File: config.mk
export PLATFORM = sky130hd
export DESIGN_NAME = crsf_frame_receiver
export DESIGN_NICKNAME = d
export VERILOG_FILES = /design/src/hw/rtl/crsf_pkg.sv /design/src/hw/rtl/crsf_parser.sv /design/src/hw/rtl/crsf_emitter.sv /design/src/hw/rtl/crsf_frame_receiver.sv
export SDC_FILE = /design/constraint.sdc
export NUM_CORES = 1
export LEC_CHECK = 0
export ABC_AREA = 1
export BUFFER_PORTS_ARGS = -buffer_cell sky130_fd_sc_hd__buf_2
export CORE_MARGIN = 4
export CORE_UTILIZATION = 42
export DETAILED_ROUTE_END_ITERATION = 10
export PLACE_DENSITY = 0.54
export SYNTH_ARGS = -nofsm -noshare
export SYNTH_HDL_FRONTEND = slang
export SYNTH_SLANG_ARGS = --single-unit
File: constraint.sdc
create_clock -name i_clk -period 12.85 [get_ports i_clk]
set_input_delay 0.6425 -clock i_clk [delete_from_list [all_inputs] [get_ports i_clk]]
set_output_delay 0.6425 -clock i_clk [all_outputs]
set_load 0.01 [all_outputs]
File: src/hw/rtl/crsf_pkg.sv
package crsf_pkg;

    // frame layout constants
    localparam int unsigned STATS_BYTES = 10;
    localparam int unsigned CHAN_BITS   = 11;
    localparam logic [7:0]  CRC_POLY    = 8'hD5;

    // register indexes on the configuration port
    localparam logic [2:0] REG_DEVICE_ADDRESS  = 3'd0;
    localparam logic [2:0] REG_CHANNELS_TYPE   = 3'd1;
    localparam logic [2:0] REG_CHANNELS_LENGTH = 3'd2;
    localparam logic [2:0] REG_STATS_TYPE      = 3'd3;
    localparam logic [2:0] REG_STATS_LENGTH    = 3'd4;

    // register reset values
    localparam logic [7:0] RST_DEVICE_ADDRESS  = 8'd200;
    localparam logic [7:0] RST_CHANNELS_TYPE   = 8'd22;
    localparam logic [5:0] RST_CHANNELS_LENGTH = 6'd24;
    localparam logic [7:0] RST_STATS_TYPE      = 8'd20;
    localparam logic [5:0] RST_STATS_LENGTH    = 6'd12;

    // result kinds
    localparam logic KIND_CHANNEL = 1'b0;
    localparam logic KIND_STATS   = 1'b1;

    // parser phases
    typedef enum logic [4:0] {
        PH_HUNT    = 5'b00001,
        PH_LEN     = 5'b00010,
        PH_TYPE    = 5'b00100,
        PH_PAYLOAD = 5'b01000,
        PH_CRC     = 5'b10000
    } t_phase;

    // configuration registers as seen by the parser
    typedef struct packed {
        logic [7:0] device_address;
        logic [7:0] channels_type;
        logic [5:0] channels_length;
        logic [7:0] stats_type;
        logic [5:0] stats_length;
    } t_cfg;

    // request from parser to emitter
    typedef struct packed {
        logic fire;
        logic kind;
    } t_emit_req;

    // crc-8, msb first, one byte
    function automatic logic [7:0] crc8_update(input logic [7:0] crc, input logic [7:0] b);
        logic [7:0] c;
        c = crc ^ b;
        for (int k = 0; k < 8; k++) begin
            if (c[7]) begin
                c = {c[6:0], 1'b0} ^ CRC_POLY;
            end else begin
                c = {c[6:0], 1'b0};
            end
        end
        return c;
    endfunction

endpackage

File: src/hw/rtl/crsf_parser.sv
module crsf_parser #(
    parameter int unsigned PAYLOAD_BYTES   = 22,
    parameter int unsigned MAX_FRAME_BYTES = 64,
    parameter int unsigned NUM_CHANNELS    = 16
) (
    input  logic                  i_clk,
    input  logic                  i_rst_n,
    input  logic                  i_valid,
    input  logic [7:0]            i_rx_byte,
    input  crsf_pkg::t_cfg        i_cfg,
    input  logic                  i_out_busy,
    output logic                  o_stall,
    output crsf_pkg::t_emit_req   o_req,
    output logic [((((NUM_CHANNELS * 11) + 7) / 8 > 10) ?
                   (((NUM_CHANNELS * 11) + 7) / 8) : 10) * 8 - 1 : 0] o_snap
);
    import crsf_pkg::*;

    localparam int unsigned CH_BYTES = (NUM_CHANNELS * CHAN_BITS + 7) / 8;
    localparam int unsigned NEED     = (CH_BYTES > STATS_BYTES) ? CH_BYTES : STATS_BYTES;
    localparam int unsigned SD       = (PAYLOAD_BYTES < NEED) ? PAYLOAD_BYTES : NEED;
    localparam int unsigned IW       = $clog2(SD);

    t_phase     r_phase, n_phase;
    logic [7:0] r_cnt, n_cnt;
    logic [7:0] r_len, n_len;
    logic [7:0] r_type, n_type;
    logic [7:0] r_crc, n_crc;
    logic [7:0] r_store [SD];
    logic       acc;
    logic       chan_hit;
    logic       stat_hit;

    // a byte in the crc phase may start a burst of results
    assign o_stall = (r_phase == PH_CRC) && i_out_busy;
    assign acc     = i_valid && !o_stall;

    assign chan_hit = (r_type == i_cfg.channels_type) &&
                      (r_len == {2'b00, i_cfg.channels_length});
    assign stat_hit = (r_type == i_cfg.stats_type) &&
                      (r_len == {2'b00, i_cfg.stats_length});

    // frame state machine
    always_comb begin
        n_phase    = r_phase;
        n_cnt      = r_cnt;
        n_len      = r_len;
        n_type     = r_type;
        n_crc      = r_crc;
        o_req.fire = 1'b0;
        o_req.kind = chan_hit ? KIND_CHANNEL : KIND_STATS;
        if (acc) begin
            case (r_phase)
                PH_HUNT: begin
                    if (i_rx_byte == i_cfg.device_address) begin
                        n_phase = PH_LEN;
                    end
                end
                PH_LEN: begin
                    if ((i_rx_byte < 8'd2) ||
                        ({1'b0, i_rx_byte} > 9'(MAX_FRAME_BYTES - 2))) begin
                        n_phase = PH_HUNT;
                    end else begin
                        n_len   = i_rx_byte;
                        n_cnt   = 8'd0;
                        n_crc   = 8'd0;
                        n_phase = PH_TYPE;
                    end
                end
                PH_TYPE: begin
                    n_type  = i_rx_byte;
                    n_crc   = crc8_update(8'd0, i_rx_byte);
                    n_phase = (r_len > 8'd2) ? PH_PAYLOAD : PH_CRC;
                end
                PH_PAYLOAD: begin
                    n_crc = crc8_update(r_crc, i_rx_byte);
                    n_cnt = r_cnt + 8'd1;
                    if (({1'b0, r_cnt} + 9'd1) >= ({1'b0, r_len} - 9'd2)) begin
                        n_phase = PH_CRC;
                    end
                end
                PH_CRC: begin
                    o_req.fire = (i_rx_byte == r_crc) && (chan_hit || stat_hit);
                    n_phase    = PH_HUNT;
                end
                default: begin
                    n_phase = PH_HUNT;
                end
            endcase
        end
    end

    always_ff @(posedge i_clk) begin
        if (!i_rst_n) begin
            r_phase <= PH_HUNT;
            r_cnt   <= 8'd0;
            r_len   <= 8'd0;
            r_type  <= 8'd0;
            r_crc   <= 8'd0;
        end else begin
            r_phase <= n_phase;
            r_cnt   <= n_cnt;
            r_len   <= n_len;
            r_type  <= n_type;
            r_crc   <= n_crc;
        end
    end

    // payload capture, only the bytes that results can use
    always_ff @(posedge i_clk) begin
        if (acc && (r_phase == PH_PAYLOAD) && (r_cnt < 8'(SD))) begin
            r_store[r_cnt[IW-1:0]] <= i_rx_byte;
        end
    end

    // snapshot for the emitter, bytes not received read as zero
    for (genvar i = 0; i < NEED; i++) begin : g_snap
        if (i < SD) begin : g_have
            assign o_snap[i*8 +: 8] = (9'(i + 2) < {1'b0, r_len}) ? r_store[i] : 8'd0;
        end else begin : g_zero
            assign o_snap[i*8 +: 8] = 8'd0;
        end
    end

endmodule

File: src/hw/rtl/crsf_emitter.sv
module crsf_emitter #(
    parameter int unsigned NUM_CHANNELS = 16
) (
    input  logic                  i_clk,
    input  logic                  i_rst_n,
    input  crsf_pkg::t_emit_req   i_req,
    input  logic [((((NUM_CHANNELS * 11) + 7) / 8 > 10) ?
                   (((NUM_CHANNELS * 11) + 7) / 8) : 10) * 8 - 1 : 0] i_snap,
    input  logic                  i_stall,
    output logic                  o_busy,
    output logic                  o_valid,
    output logic                  o_kind,
    output logic [3:0]            o_item_index,
    output logic [10:0]           o_item_value,
    output logic                  o_last
);
    import crsf_pkg::*;

    localparam int unsigned CH_BYTES = (NUM_CHANNELS * CHAN_BITS + 7) / 8;
    localparam int unsigned NEED     = (CH_BYTES > STATS_BYTES) ? CH_BYTES : STATS_BYTES;
    localparam int unsigned SHW      = NEED * 8;

    logic           r_valid, n_valid;
    logic           r_kind, n_kind;
    logic [3:0]     r_idx, n_idx;
    logic [SHW-1:0] r_shift, n_shift;
    logic           last;
    logic           take;

    assign last = (r_kind == KIND_STATS) ? (r_idx == 4'(STATS_BYTES - 1))
                                         : (r_idx == 4'(NUM_CHANNELS - 1));
    assign take = r_valid && !i_stall;

    // walk through the snapshot one result per taken item
    always_comb begin
        n_valid = r_valid;
        n_kind  = r_kind;
        n_idx   = r_idx;
        n_shift = r_shift;
        if (i_req.fire) begin
            n_valid = 1'b1;
            n_kind  = i_req.kind;
            n_idx   = 4'd0;
            n_shift = i_snap;
        end else if (take) begin
            if (last) begin
                n_valid = 1'b0;
            end else begin
                n_idx   = r_idx + 4'd1;
                n_shift = (r_kind == KIND_STATS) ? (r_shift >> 8) : (r_shift >> CHAN_BITS);
            end
        end
    end

    always_ff @(posedge i_clk) begin
        if (!i_rst_n) begin
            r_valid <= 1'b0;
            r_kind  <= KIND_CHANNEL;
            r_idx   <= 4'd0;
        end else begin
            r_valid <= n_valid;
            r_kind  <= n_kind;
            r_idx   <= n_idx;
        end
    end

    always_ff @(posedge i_clk) begin
        r_shift <= n_shift;
    end

    assign o_busy       = r_valid;
    assign o_valid      = r_valid;
    assign o_kind       = r_kind;
    assign o_item_index = r_idx;
    assign o_item_value = (r_kind == KIND_STATS) ? {3'b000, r_shift[7:0]}
                                                 : r_shift[CHAN_BITS-1:0];
    assign o_last       = last;

endmodule

File: src/hw/rtl/crsf_frame_receiver.sv
// Frame receiver for a serial remote-control link.
// Input channel: one received byte per item on i_rx_byte with i_valid / o_stall.
// The parser hunts for the device address, then takes length, type, payload and
// a crc byte. A good channel frame gives NUM_CHANNELS results (11-bit values,
// kind 0), a good statistics frame gives 10 results (raw bytes, kind 1); o_last
// marks the final result of a frame. Other frames give nothing.
// Output channel: o_valid with i_stall from the receiver, one result per item.
// Throughput: one byte per cycle while o_stall is low. The first result of a
// frame appears in the cycle after its crc byte is accepted, and one result
// leaves per cycle while i_stall is low. Results drain from a snapshot register,
// so the next frame's bytes keep flowing; only a crc byte is held off (o_stall
// high) while the previous frame's results are still draining.
// When the receiver stalls, the current result holds until it is taken.
// Reset (synchronous, active low) returns the parser to address hunting, drops
// any pending results and restores the configuration registers to defaults.
// Configuration uses an APB-style port, register i at byte address 4*i.
module crsf_frame_receiver #(
    parameter int unsigned PAYLOAD_BYTES   = 22,
    parameter int unsigned MAX_FRAME_BYTES = 64,
    parameter int unsigned NUM_CHANNELS    = 16
) (
    input  logic        i_clk,
    input  logic        i_rst_n,
    // byte input
    input  logic        i_valid,
    input  logic [7:0]  i_rx_byte,
    output logic        o_stall,
    // result output
    output logic        o_valid,
    input  logic        i_stall,
    output logic        o_kind,
    output logic [3:0]  o_item_index,
    output logic [10:0] o_item_value,
    output logic        o_last,
    // configuration
    input  logic        psel,
    input  logic        penable,
    input  logic        pwrite,
    input  logic [4:0]  paddr,
    input  logic [31:0] pwdata,
    output logic [31:0] prdata,
    output logic        pready
);
    import crsf_pkg::*;

    localparam int unsigned CH_BYTES = (NUM_CHANNELS * CHAN_BITS + 7) / 8;
    localparam int unsigned NEED     = (CH_BYTES > STATS_BYTES) ? CH_BYTES : STATS_BYTES;

    t_cfg              r_cfg;
    t_emit_req         req;
    logic [NEED*8-1:0] snap;
    logic              out_busy;
    logic              cfg_wr;

    // configuration registers
    assign pready = 1'b1;
    assign cfg_wr = psel && penable && pwrite && pready;

    always_ff @(posedge i_clk) begin
        if (!i_rst_n) begin
            r_cfg.device_address  <= RST_DEVICE_ADDRESS;
            r_cfg.channels_type   <= RST_CHANNELS_TYPE;
            r_cfg.channels_length <= RST_CHANNELS_LENGTH;
            r_cfg.stats_type      <= RST_STATS_TYPE;
            r_cfg.stats_length    <= RST_STATS_LENGTH;
        end else if (cfg_wr) begin
            case (paddr[4:2])
                REG_DEVICE_ADDRESS:  r_cfg.device_address  <= pwdata[7:0];
                REG_CHANNELS_TYPE:   r_cfg.channels_type   <= pwdata[7:0];
                REG_CHANNELS_LENGTH: r_cfg.channels_length <= pwdata[5:0];
                REG_STATS_TYPE:      r_cfg.stats_type      <= pwdata[7:0];
                REG_STATS_LENGTH:    r_cfg.stats_length    <= pwdata[5:0];
                default: begin
                end
            endcase
        end
    end

    // register readback
    always_comb begin
        case (paddr[4:2])
            REG_DEVICE_ADDRESS:  prdata = {24'd0, r_cfg.device_address};
            REG_CHANNELS_TYPE:   prdata = {24'd0, r_cfg.channels_type};
            REG_CHANNELS_LENGTH: prdata = {26'd0, r_cfg.channels_length};
            REG_STATS_TYPE:      prdata = {24'd0, r_cfg.stats_type};
            REG_STATS_LENGTH:    prdata = {26'd0, r_cfg.stats_length};
            default:             prdata = 32'd0;
        endcase
    end

    // byte parser and crc
    crsf_parser #(
        .PAYLOAD_BYTES   (PAYLOAD_BYTES),
        .MAX_FRAME_BYTES (MAX_FRAME_BYTES),
        .NUM_CHANNELS    (NUM_CHANNELS)
    ) u_parser (
        .i_clk      (i_clk),
        .i_rst_n    (i_rst_n),
        .i_valid    (i_valid),
        .i_rx_byte  (i_rx_byte),
        .i_cfg      (r_cfg),
        .i_out_busy (out_busy),
        .o_stall    (o_stall),
        .o_req      (req),
        .o_snap     (snap)
    );

    // result emitter
    crsf_emitter #(
        .NUM_CHANNELS (NUM_CHANNELS)
    ) u_emitter (
        .i_clk        (i_clk),
        .i_rst_n      (i_rst_n),
        .i_req        (req),
        .i_snap       (snap),
        .i_stall      (i_stall),
        .o_busy       (out_busy),
        .o_valid      (o_valid),
        .o_kind       (o_kind),
        .o_item_index (o_item_index),
        .o_item_value (o_item_value),
        .o_last       (o_last)
    );

endmodule

# [Yosys cells after proc, flatten, opt, wreduce, memory -nomap -nowiden]
# Memory sizes are Yosys's and may differ from the RTL's.
# Cells that the tools add are included.
[op_classes] add_sub_neg=4 n_bitwise=20 magnitude_cmp=27 mux=89 eq_ne=21 reduce_logical=33
[op_table] operator="two-way mux 8 bit" n=67
[op_table] operator="two-way mux 176 bit" n=3
[op_table] operator="two-way mux 168 bit" n=1
[op_table] operator="inverter 5 bit" n=16
[op_table] operator="< comparator 4 x 8 -> 1 bit, first input constant" n=8
[op_table] operator="< comparator 5 x 8 -> 1 bit, first input constant" n=8
[op_table] operator="case mux 8 bit (5 select lines)" n=1
[op_table] operator="equality test 8 bit" n=4
[op_table] operator="< comparator 3 x 8 -> 1 bit, first input constant" n=4
[op_table] operator="case mux 8 bit (3 select lines)" n=1
[op_table] operator="case mux 5 bit (4 select lines)" n=1
[op_table] operator="AND reduction 2 bit" n=9
[op_table] operator="equality test 8 x 6 -> 1 bit" n=2
[op_table] operator="< comparator 2 x 8 -> 1 bit, first input constant" n=2
[op_table] operator="case mux 8 bit (2 select lines)" n=1
[op_table] operator="two-way mux 5 bit" n=3
[op_table] operator="AND reduction 3 bit" n=4
[op_table] operator="two-way mux 11 bit" n=1
[op_table] operator="logical AND 1 bit" n=10
[op_table] operator="adder 8 x 1 -> 9 bit, second input constant" n=1
[op_table] operator="greater-or-equal comparator 9 bit" n=1
[op_table] operator="two-way mux 1 bit" n=9
[op_table] operator="subtractor 8 x 2 -> 9 bit, second input constant" n=1
[op_table] operator="adder 8 x 1 -> 8 bit, second input constant" n=1
[op_table] operator="25 further kinds" n=35
[word_totals] ram_bits=176 wordCells=209 in_bits=52 mem_count=1 output_inout_bits=52 reg_bits=255
[memory_table] memory="u_parser.r_store" words=22 word_bits=8 rd=22 rd_ports_with_merged_regs=0 wr=1 line="crsf_parser.sv:29" rtl="logic [7:0] r_store [SD];"

# [Logic depth before layout (Yosys ltp)]
# Gate-level depths: netlist of run 1.
[depth] depth_word=32 mapped_depth=16 depth_no_buf=15

# [By module]
# Synthesis of run 1 repeated with hierarchy kept, for this count alone.
[unflattened] hier_cells=2467 area_unflattened_um2=21629.5
[by_module_without_submodules] mod="crsf_parser" cells_each=1154 instances=1 area_per_inst_um2=10481.3 seq_area_each_um2=6025.8
[by_module_without_submodules] mod="crsf_emitter" cells_each=1001 instances=1 area_per_inst_um2=9111.2 seq_area_each_um2=5405.2
[by_module_without_submodules] mod="crsf_frame_receiver" cells_each=312 instances=1 area_per_inst_um2=2037.0 seq_area_each_um2=720.7

# [Worst setup path before layout of run 1]
# Ideal clock, no wire load.
[synth_path] path_kind="input port to flip-flop" from="in i_rx_byte[6]" to="reg u_emitter.r_shift[0], enable pin" path_buffers=3 stages=13 setup_ns=0.544 path_slack_ns=6.527 required_time_ns=12.306 t_arrival_ns=5.780 path_cell_list="buf_2 -> inv_1 -> nand2_1 -> nand2_1 -> ha_1 -> nand2_1 -> nor3_1 -> nand3_1 -> nor2_4 -> nand2_4 -> buf_6 -> buf_6 -> nand2_1"
[synth_between] elab_chain_cells=6 word_cells_on_any_way=7 classes_between="eq/ne: 2; mux: 2; reduce/logical: 3"
[synth_lines] element="start, declared" line="crsf_frame_receiver.sv:26" rtl="input logic [7:0] i_rx_byte,"
[synth_lines] element="equality test 8 bit *" line="crsf_parser.sv:83" rtl="o_req.fire = (i_rx_byte == r_crc) && (chan_hit || stat_hit);"
[synth_lines] element="logical AND 1 bit *" line="crsf_parser.sv:83"
[synth_lines] element="two-way mux 1 bit *" line="crsf_parser.sv:53" rtl="case (r_phase)"
[synth_lines] element="two-way mux 1 bit *" line="crsf_parser.sv:52" rtl="if (acc) begin"
[synth_lines] element="!= test 2 x 1 -> 1 bit (no source line) or nonzero test 2 bit (tied branches)"
[synth_lines] element="AND reduction 2 bit (no source line) *"
[synth_lines] element="end signal, assigned" line="crsf_emitter.sv:68" rtl="r_shift <= n_shift;"
[synth_lines] element="end, declared" line="crsf_emitter.sv:26" rtl="logic [SHW-1:0] r_shift, n_shift;"
# Mark *: on every way between the ends. The rest lies on a longest branch, timed or not.
# A chain may end at the register's enable or synchronous reset.

# [Worst setup path in the final report of run 1]
[layout_path] from="in i_rx_byte[5]" to="reg u_emitter.r_shift[79], enable pin"
# The elaborated chain is that of the path after synthesis.

==> results_dict.tcl, run 1 <==
set metrics [dict create \
    grt_util_met1_pct 26.20 \
    overflow 0 \
    nature_of_the_critical_path_endpoint "flop" \
    max_fo_critical_path 73 \
    ys.flop_type "sky130_fd_sc_hd__edfxtp_1" \
    post_route_drc_violation_count 0 \
    core_area_um2 50270 \
    grt_max_degree 190 \
    timing.critical_path.required_ns 13.05 \
    final_min_period_over_clock_period_pct 38.77 \
    antenna_found_initial 1 \
    setup_violations 0 \
    detail-route-antenna-nets 0 \
    grt_setup_unrepaired "no" \
    hold-worst-slack_ns 0.3193 \
    synth_compound_area_share_pct 13.07 \
    final_max_slew_viol_count 0 \
    synth_sequential_area_ratio_pct 56.71 \
    yosys_warnings 0 \
    p_per_area_nw_per_um2 128.1 \
    worstHoldStart "pwdata[6]" \
    count_of_flip_flops_with_a_built_in_enable_after_synthesis 352 \
    post_synth_inst_count 2326 \
    leakage_nw 8.495 \
    area_used_by_sequential_logic_in_the_layout_um2 12160 \
    post_route_wl_um 53080 \
    setup_total_negative_slack_ns 0 \
    holdCritPathClass "input pin to flop" \
    timing_hold_violations_final 0 \
    route.detailed.vias_per_inst 5.083 \
    tritoncts "built" \
    layout_filler_cell_count 4793 \
    cts_made_buffers 47 \
    drtIter0Drc 1081 \
    synth_cell_type_count 48 \
    insertedDiodeCount 0 \
    number_of_nets_in_the_final_layout 2408 \
    drv_cap 0 \
    grt_pass1_vias 15040 \
    yosys.area_share.xor_xnor_pct 1.839 \
    gr-usage-all-layers_pct 19.54 \
    post-synth-top-area-cell "sky130_fd_sc_hd__edfxtp_1" \
    critPathArrivalTime_ns 5.18 \
    vdd_ir_max_mv 0.09272 \
    vias 15480 \
    share_of_cell_area_taken_by_muxes_after_synthesis_pct 0 \
    initial_core_utilization_pct 42.62 \
    io_buffers 52 \
    asyncSetResetFlopFracSynth_pct 0 \
    clk-insertion-delay-late_ns 0.59 \
    post_cts_resize_count 0 \
    netlist_area_um2 21430 \
    cts.hold.buffers_added 0 \
    cts_setup_buffers 0 \
    wl_per_cell_um 17.43 \
    die_x_um 233.9 \
    synth_simple_gate_area_share_pct 19.52 \
    die_area_um2 54690 \
    hpwl_um 33620 \
    adder_and_majority_cell_fraction_of_the_synthesized_area_pct 1.109 \
    tightestPinTransition_ns 1.109 \
    clock-skew-final_ns 0.02295 \
    cts.clk_slew.worst_paths_ns 0.06 \
    clock_sinks 431 \
    multi_input_comb_area_um2 7724 \
    post_route_cells_drive_above_1_share_pct 12.81 \
    io_pins 104 \
    gr-usage-met2_pct 33.32 \
    startpoint "i_rx_byte[5]" \
    dominant_combinational_cell_family_by_area_after_synthesis "simple AND/OR/NAND/NOR gates" \
    flow.area_growth_from_synthesis_pct 8.835 \
    first_pass_grt_wire_length_um 84330 \
    outcome "finished clean" \
    critPathLaunchType "input pin" \
    timing_limited_maximum_frequency_ghz 0.2007 \
    yosys.area.top_type_share_pct 49.33 \
    detailedRoute.firstPassIterationCount 6 \
    relSlewSlack_pct 26.06 \
    clk_path_buf_depth 3 \
    use_met3_pct 3.000 \
    final_period_minus_worst_setup_slack_ns 4.982 \
    htree_levels 2 \
    finalWeightedCongestion 0.8909 \
    core.rowCount 82 \
    grt_most_used_layer "met2" \
    die_h_um 233.9 \
    timing_worst_setup_path_type "input pin to flop" \
    clock-root-buffer "sky130_fd_sc_hd__clkbuf_16" \
    critical_path.reg2reg.startpoint "u_parser.r_len[0]" \
    postSynthAreaPerCell_um2 9.212 \
    synth.top_cells.by_area "sky130_fd_sc_hd__edfxtp_1 (49%), sky130_fd_sc_hd__nand2_1 (13%), sky130_fd_sc_hd__dfxtp_1 (7.4%), sky130_fd_sc_hd__o21ai_0 (5.3%), sky130_fd_sc_hd__o21ai_2 (4.1%)" \
    ys_seq_elements 431 \
]
-- cell usage after synthesis (all sizes together) (13+ instances only) --
master / number
clkbuf: 46
edfxtp: 352
inv: 206
nand2: 776
o21ai: 397
xnor2: 21
xor2: 24
a21oi: 51
nand4: 13
dfxtp: 79
nand3: 83
buf: 84
ha: 19
nor3: 13
nor2: 124
-- state kept, by name (all words and copies together), names as in the netlist --
name and cells:
u_emitter.o_kind 1, u_emitter.o_busy 1, u_parser.r_store 176, u_parser.r_type 8, u_parser.r_len 8, r_cfg 36
u_emitter.r_shift 176, u_parser.r_cnt 8, u_parser.r_phase 5, u_emitter.o_item_index 4, u_parser.r_crc 8
-- layout make-up --
| type | instances | area share (%) |
|---|---|---|
| well taps | 672 | 3.606 |
| repair buffers | 69 | 1.717 |
| inverters | 208 | 3.364 |
| flip-flops and latches | 431 | 52.12 |
| multi-input cells | 1580 | 33.12 |
| clock inverters | 23 | 0.5043 |
| clock buffers | 63 | 5.564 |
-- layer usage --
metal / part of all wire (%) / vias up
met4: 2.5 / 0
met2: 48 / 355
met5: 0 / -
met1: 45 / 7316
li1: - / 7721
met3: 4.5 / 90
-- final timing paths --
check	to	slack, ns	cells after the start
min reg2reg	u_parser.r_cnt[7]	0.47	2
max	u_emitter.r_shift[79]	7.87	11
min	r_cfg[34]	0.32	3
max reg2reg	u_emitter.r_shift[79]	8.13	9
-- stage by stage --
step	power, mW	util, %	cells	setup WS (ns)	area, um^2
2_1_floorplan	1.697	-	2349	6.527	21510
3_3_place_gp	1.752	43.57	2960	7.295	21900
3_5_place_dp	1.760	43.57	2960	7.210	21900
4_1_cts	3.015	46.39	3046	7.834	23320
5_1_grt	3.097	46.39	3046	7.545	23320
6_report	2.988	46.39	3046	7.868	23320
-- cells in the final DEF, fill, tap and decap left out, types with 3 or more instances in the layout --
cell type                   netlist  routed
sky130_fd_sc_hd__nand2_2         36      36
sky130_fd_sc_hd__buf_4           35      16
sky130_fd_sc_hd__dfxtp_1         79      78
sky130_fd_sc_hd__inv_1          188     188
sky130_fd_sc_hd__edfxtp_1       352     352
sky130_fd_sc_hd__nand4_1         13      13
sky130_fd_sc_hd__a21oi_1         50      50
sky130_fd_sc_hd__clkinv_2         1       8
sky130_fd_sc_hd__ha_1            19      19
sky130_fd_sc_hd__inv_2           18      17
sky130_fd_sc_hd__clkinv_1         1      14
sky130_fd_sc_hd__nand2_1        739     738
sky130_fd_sc_hd__nor4_1           5       5
sky130_fd_sc_hd__clkbuf_8         0       4
sky130_fd_sc_hd__xor2_1          24      24
sky130_fd_sc_hd__clkbuf_1        46      11
sky130_fd_sc_hd__clkbuf_16        0      48
sky130_fd_sc_hd__nor2_1         120     120
sky130_fd_sc_hd__o2111ai_1        3       3
sky130_fd_sc_hd__xnor2_1         21      21
sky130_fd_sc_hd__o21ai_0        226     226
sky130_fd_sc_hd__o211ai_1         4       4
sky130_fd_sc_hd__a22oi_1          4       4
sky130_fd_sc_hd__nor3_2           3       3
sky130_fd_sc_hd__o21ai_1         70      70
sky130_fd_sc_hd__nand3_1         82      82
sky130_fd_sc_hd__nor3_1          10      10
sky130_fd_sc_hd__o22ai_1          4       4
sky130_fd_sc_hd__conb_1           2      25
sky130_fd_sc_hd__o21ai_2        101     101
sky130_fd_sc_hd__buf_2           16      52
-- power by group --
group	switching (mW)	internal [mW]
sequential	0.00832	1.51
clock	0.548	0.707
combinational	0.157	0.0604
total	0.713	2.27
-- worst max-delay path: stages --
cell and delay, ns:
sky130_fd_sc_hd__buf_2 0.66, sky130_fd_sc_hd__inv_2 0.20, sky130_fd_sc_hd__nand2_1 0.11, sky130_fd_sc_hd__nand2_1 0.13, sky130_fd_sc_hd__nor3_1 0.23, sky130_fd_sc_hd__nand3_1 0.17, sky130_fd_sc_hd__nor2_4 0.23, sky130_fd_sc_hd__nand2_8 0.30
sky130_fd_sc_hd__nand2_4 0.59, sky130_fd_sc_hd__buf_4 0.75, sky130_fd_sc_hd__buf_4 0.91
-- logic make-up (layout without fill, tap and decap cells) --
family | after synthesis | in the layout
other | 2 | 25
buffers and inverters | 338 | 363
AO/OA/AOI/OAI | 470 | 470
XOR/XNOR | 45 | 45
adder cells (fa/ha/maj) | 19 | 19
AND/OR/NAND/NOR | 1021 | 1021
flip-flops | 431 | 431
(Power assumes the default switching activity.)
==> inputs of run 2 (changes only) <==
Settings changed: ABC_AREA 1 to 0, PLACE_DENSITY 0.54 to 0.56.
Clock period 12.85 ns to 4.4 ns, I/O delays scaled along.
==> results_dict.tcl, run 2 <==
set metrics [dict create \
    outcome "finished clean" \
    post-synth-top-area-cell "sky130_fd_sc_hd__edfxtp_1" \
    worstHoldStart "i_rx_byte[4]" \
    fin_util_pct 47.35 \
    switching_power_mw 1.883 \
    post_route_wl_um 47620 \
    relSlewSlack_pct 28.74 \
    seq_pwr_share_pct 51.2 \
    area_used_by_sequential_logic_in_the_layout_um2 12160 \
    post_synth_inst_count 1598 \
    power_internal_mw 6.763 \
    nature_of_the_critical_path_endpoint "flop" \
    cp_num_buf_inv 2 \
    fin_total_pwr_mw 8.647 \
    critPathLaunchType "flop" \
    netlist_area_um2 20490 \
    die_h_um 228.9 \
    r2r.worst_path.cells 8 \
    layout_commonest_cell "sky130_fd_sc_hd__mux2i_1" \
    detailedRoute.firstPassIterationCount 5 \
    detail-route-antenna-nets 0 \
    vias 12290 \
    number_of_nets_in_the_final_layout 1712 \
    cts_made_buffers 47 \
    p_per_area_nw_per_um2 380.8 \
    synth_cell_type_count 68 \
    flow.area_growth_from_synthesis_pct 10.82 \
    timing.critical_path.required_ns 4.64 \
    die_x_um 228.9 \
    grt_max_degree 95 \
    share_clk_of_total_power_pct 43.9 \
    clock-root-buffer "sky130_fd_sc_hd__clkbuf_16" \
    io_pins 104 \
    ys.flop_type "sky130_fd_sc_hd__edfxtp_1" \
    combinationalPowerShare_pct 4.9 \
    count_of_flip_flops_with_a_built_in_enable_after_synthesis 352 \
    layout_filler_cell_count 4239 \
    final_min_period_over_clock_period_pct 72.38 \
    postSynthAreaPerCell_um2 12.82 \
    final_period_minus_worst_setup_slack_ns 3.185 \
    crit_cells 8 \
    holdCritPathClass "input pin to flop" \
    critical_path.reg2reg.startpoint "u_parser.r_len[1]" \
    cts.clk_slew.worst_paths_ns 0.06 \
    clock_sinks 431 \
    asyncSetResetFlopFracSynth_pct 0 \
    antenna_found_initial 0 \
    max_fo_critical_path 46 \
    timing_limited_maximum_frequency_ghz 0.3140 \
    ys_seq_elements 431 \
    hold-worst-slack_ns 0.1023 \
    post_route_cells_drive_above_1_share_pct 9.970 \
    first_pass_grt_wire_length_um 74070 \
    r2r_setup_slk_ns 1.22 \
    leakage_nw 8.351 \
    critPathArrivalTime_ns 3.43 \
    yosys.area.top_type_share_pct 51.59 \
    htree_levels 2 \
    tritoncts "built" \
    rr_endpoint "u_emitter.r_shift[156]" \
    cpPeakStageDelay_ns 0.80 \
    overflow 0 \
    setup_violations 0 \
    vdd_ir_max_mv 0.2136 \
    io_buffers 52 \
    mostFrequentLayoutCells "sky130_fd_sc_hd__mux2i_1 (379), sky130_fd_sc_hd__edfxtp_1 (352), sky130_fd_sc_hd__nand2_1 (233), sky130_fd_sc_hd__nor2_1 (91), sky130_fd_sc_hd__dfxtp_1 (78)" \
    clock-skew-final_ns 0.02253 \
    final_max_slew_viol_count 0 \
    synth.top_cells.by_area "sky130_fd_sc_hd__edfxtp_1 (52%), sky130_fd_sc_hd__mux2i_1 (19%), sky130_fd_sc_hd__dfxtp_1 (7.7%), sky130_fd_sc_hd__nand2_1 (4.3%), sky130_fd_sc_hd__xnor2_1 (2.2%)" \
    timing_worst_setup_path_type "flop to flop" \
    setup_total_negative_slack_ns 0 \
    post_route_drc_violation_count 0 \
    hpwl_um 31270 \
    grt_setup_unrepaired "no" \
    synth_top_cells_by_count "sky130_fd_sc_hd__mux2i_1 (379), sky130_fd_sc_hd__edfxtp_1 (352), sky130_fd_sc_hd__nand2_1 (233)" \
    p_sw_share_pct 21.78 \
    die_area_um2 52380 \
    path_cells "xnor2_1, nand4_1, nor4_1, a21oi_1, nor4_2, buf_4, or2_4, buf_12" \
    clk_path_buf_depth 3 \
    drtIter0Drc 831 \
    worstHoldEndpoint "u_parser.r_store[21][4]" \
    clk-insertion-delay-late_ns 0.58 \
    critPathTopFamily "simple AND/OR/NAND/NOR gates" \
    gr-usage-all-layers_pct 17.92 \
    core_area_um2 47950 \
    wl_per_cell_um 20.80 \
    initial_core_utilization_pct 42.73 \
    route.detailed.vias_per_inst 5.365 \
    yosysMostFrequentCell "sky130_fd_sc_hd__mux2i_1" \
    grt_pass1_vias 12490 \
    yosys_warnings 0 \
    multi_input_comb_area_um2 7687 \
    min_delay_path_depth 1 \
    core.rowCount 80 \
    timing_hold_violations_final 0 \
    finalWeightedCongestion 0.8124 \
    tightestPinTransition_ns 1.069 \
    crit_path_top_delay_cell "sky130_fd_sc_hd__dfxtp_1" \
    synth_sequential_area_ratio_pct 59.31 \
    insertedDiodeCount 0 \
    drv_cap 0 \
]
## run 2: timing repair
item / in CTS / in global routing
resized for setup: 0 / 0
hold endpoints to repair: 37 / 0
hold buffers: 9 / 0
buffers inserted: 0 / 0
## run 2: metal layers
layer | share of wire, % | track usage, % | up-vias | wire length (um)
li1 | - | - | 5863 | -
met1 | 47 | 24.90 | 6121 | 22190
met2 | 47 | 29.39 | 240 | 22610
met3 | 4.1 | 3.178 | 61 | 1929
met4 | 1.9 | 4.374 | 0 | 888
met5 | 0 | 0 | - | 0
## run 2: kinds of logic after synthesis
kind of cell / after synthesis / synth area share (%)
simple gates: 439 / 9.594
buf+inv: 127 / 3.603
mux: 386 / 18.90
flops: 431 / 59.31
compound gates: 113 / 3.402
other cells: 2 / 0.03665
fa+ha+maj: 19 / 1.160
xor+xnor: 81 / 3.994
## run 2: how the worst max path moves through the flow
stage / from / end / slack [ns]
floorplan: i_rx_byte[7] / u_emitter.r_shift[0] / 0.86
CTS: u_parser.r_len[1] / u_emitter.r_shift[156] / 1.21
detailed placement: i_rx_byte[7] / u_emitter.r_shift[153] / 1.15
global route: u_parser.r_len[1] / u_emitter.r_shift[158] / 1.01
global placement: i_rx_byte[7] / u_emitter.r_shift[153] / 1.20
finish: u_parser.r_len[1] / u_emitter.r_shift[156] / 1.22
## run 2: cell type report
| class | instances | share of cell area, % |
|---|---|---|
| multi-input cells | 1063 | 33.86 |
| repair buffers | 86 | 2.590 |
| inverters | 12 | 0.1984 |
| well taps | 615 | 3.389 |
| clock inverters | 17 | 0.7495 |
| flip-flops and latches | 431 | 53.54 |
| clock buffers | 66 | 5.676 |
## run 2: worst register-to-register path: cells and delay by family (launching register included)
| family | cells | cell delay, ns |
|---|---|---|
| and+or+nand+nor | 4 | 1.13 |
| xor gates and xnor gates | 1 | 0.20 |
| DFF | 1 | 0.80 |
| AOI/OAI and AO/OA | 1 | 0.14 |
| buffers and inverters | 2 | 0.56 |
## run 2: through the flow
stage | instances | worst slack, ns | area, um^2
finish | 2290 | 1.215 | 22700
global route | 2290 | 1.006 | 22700
CTS | 2290 | 1.205 | 22700
detailed placement | 2198 | 1.148 | 21160
global placement | 2198 | 1.195 | 21160
floorplan | 1621 | 0.8610 | 20580
## run 2: power groups by stage
stage          combinational [mW]  clock [mW]  sequential (mW)
2_1_floorplan               0.300           0             4.50
3_3_place_gp                0.408           0             4.51
3_5_place_dp                0.415           0             4.51
4_1_cts                     0.425        3.89             4.42
5_1_grt                     0.467        4.06             4.42
6_report                    0.425        3.80             4.42
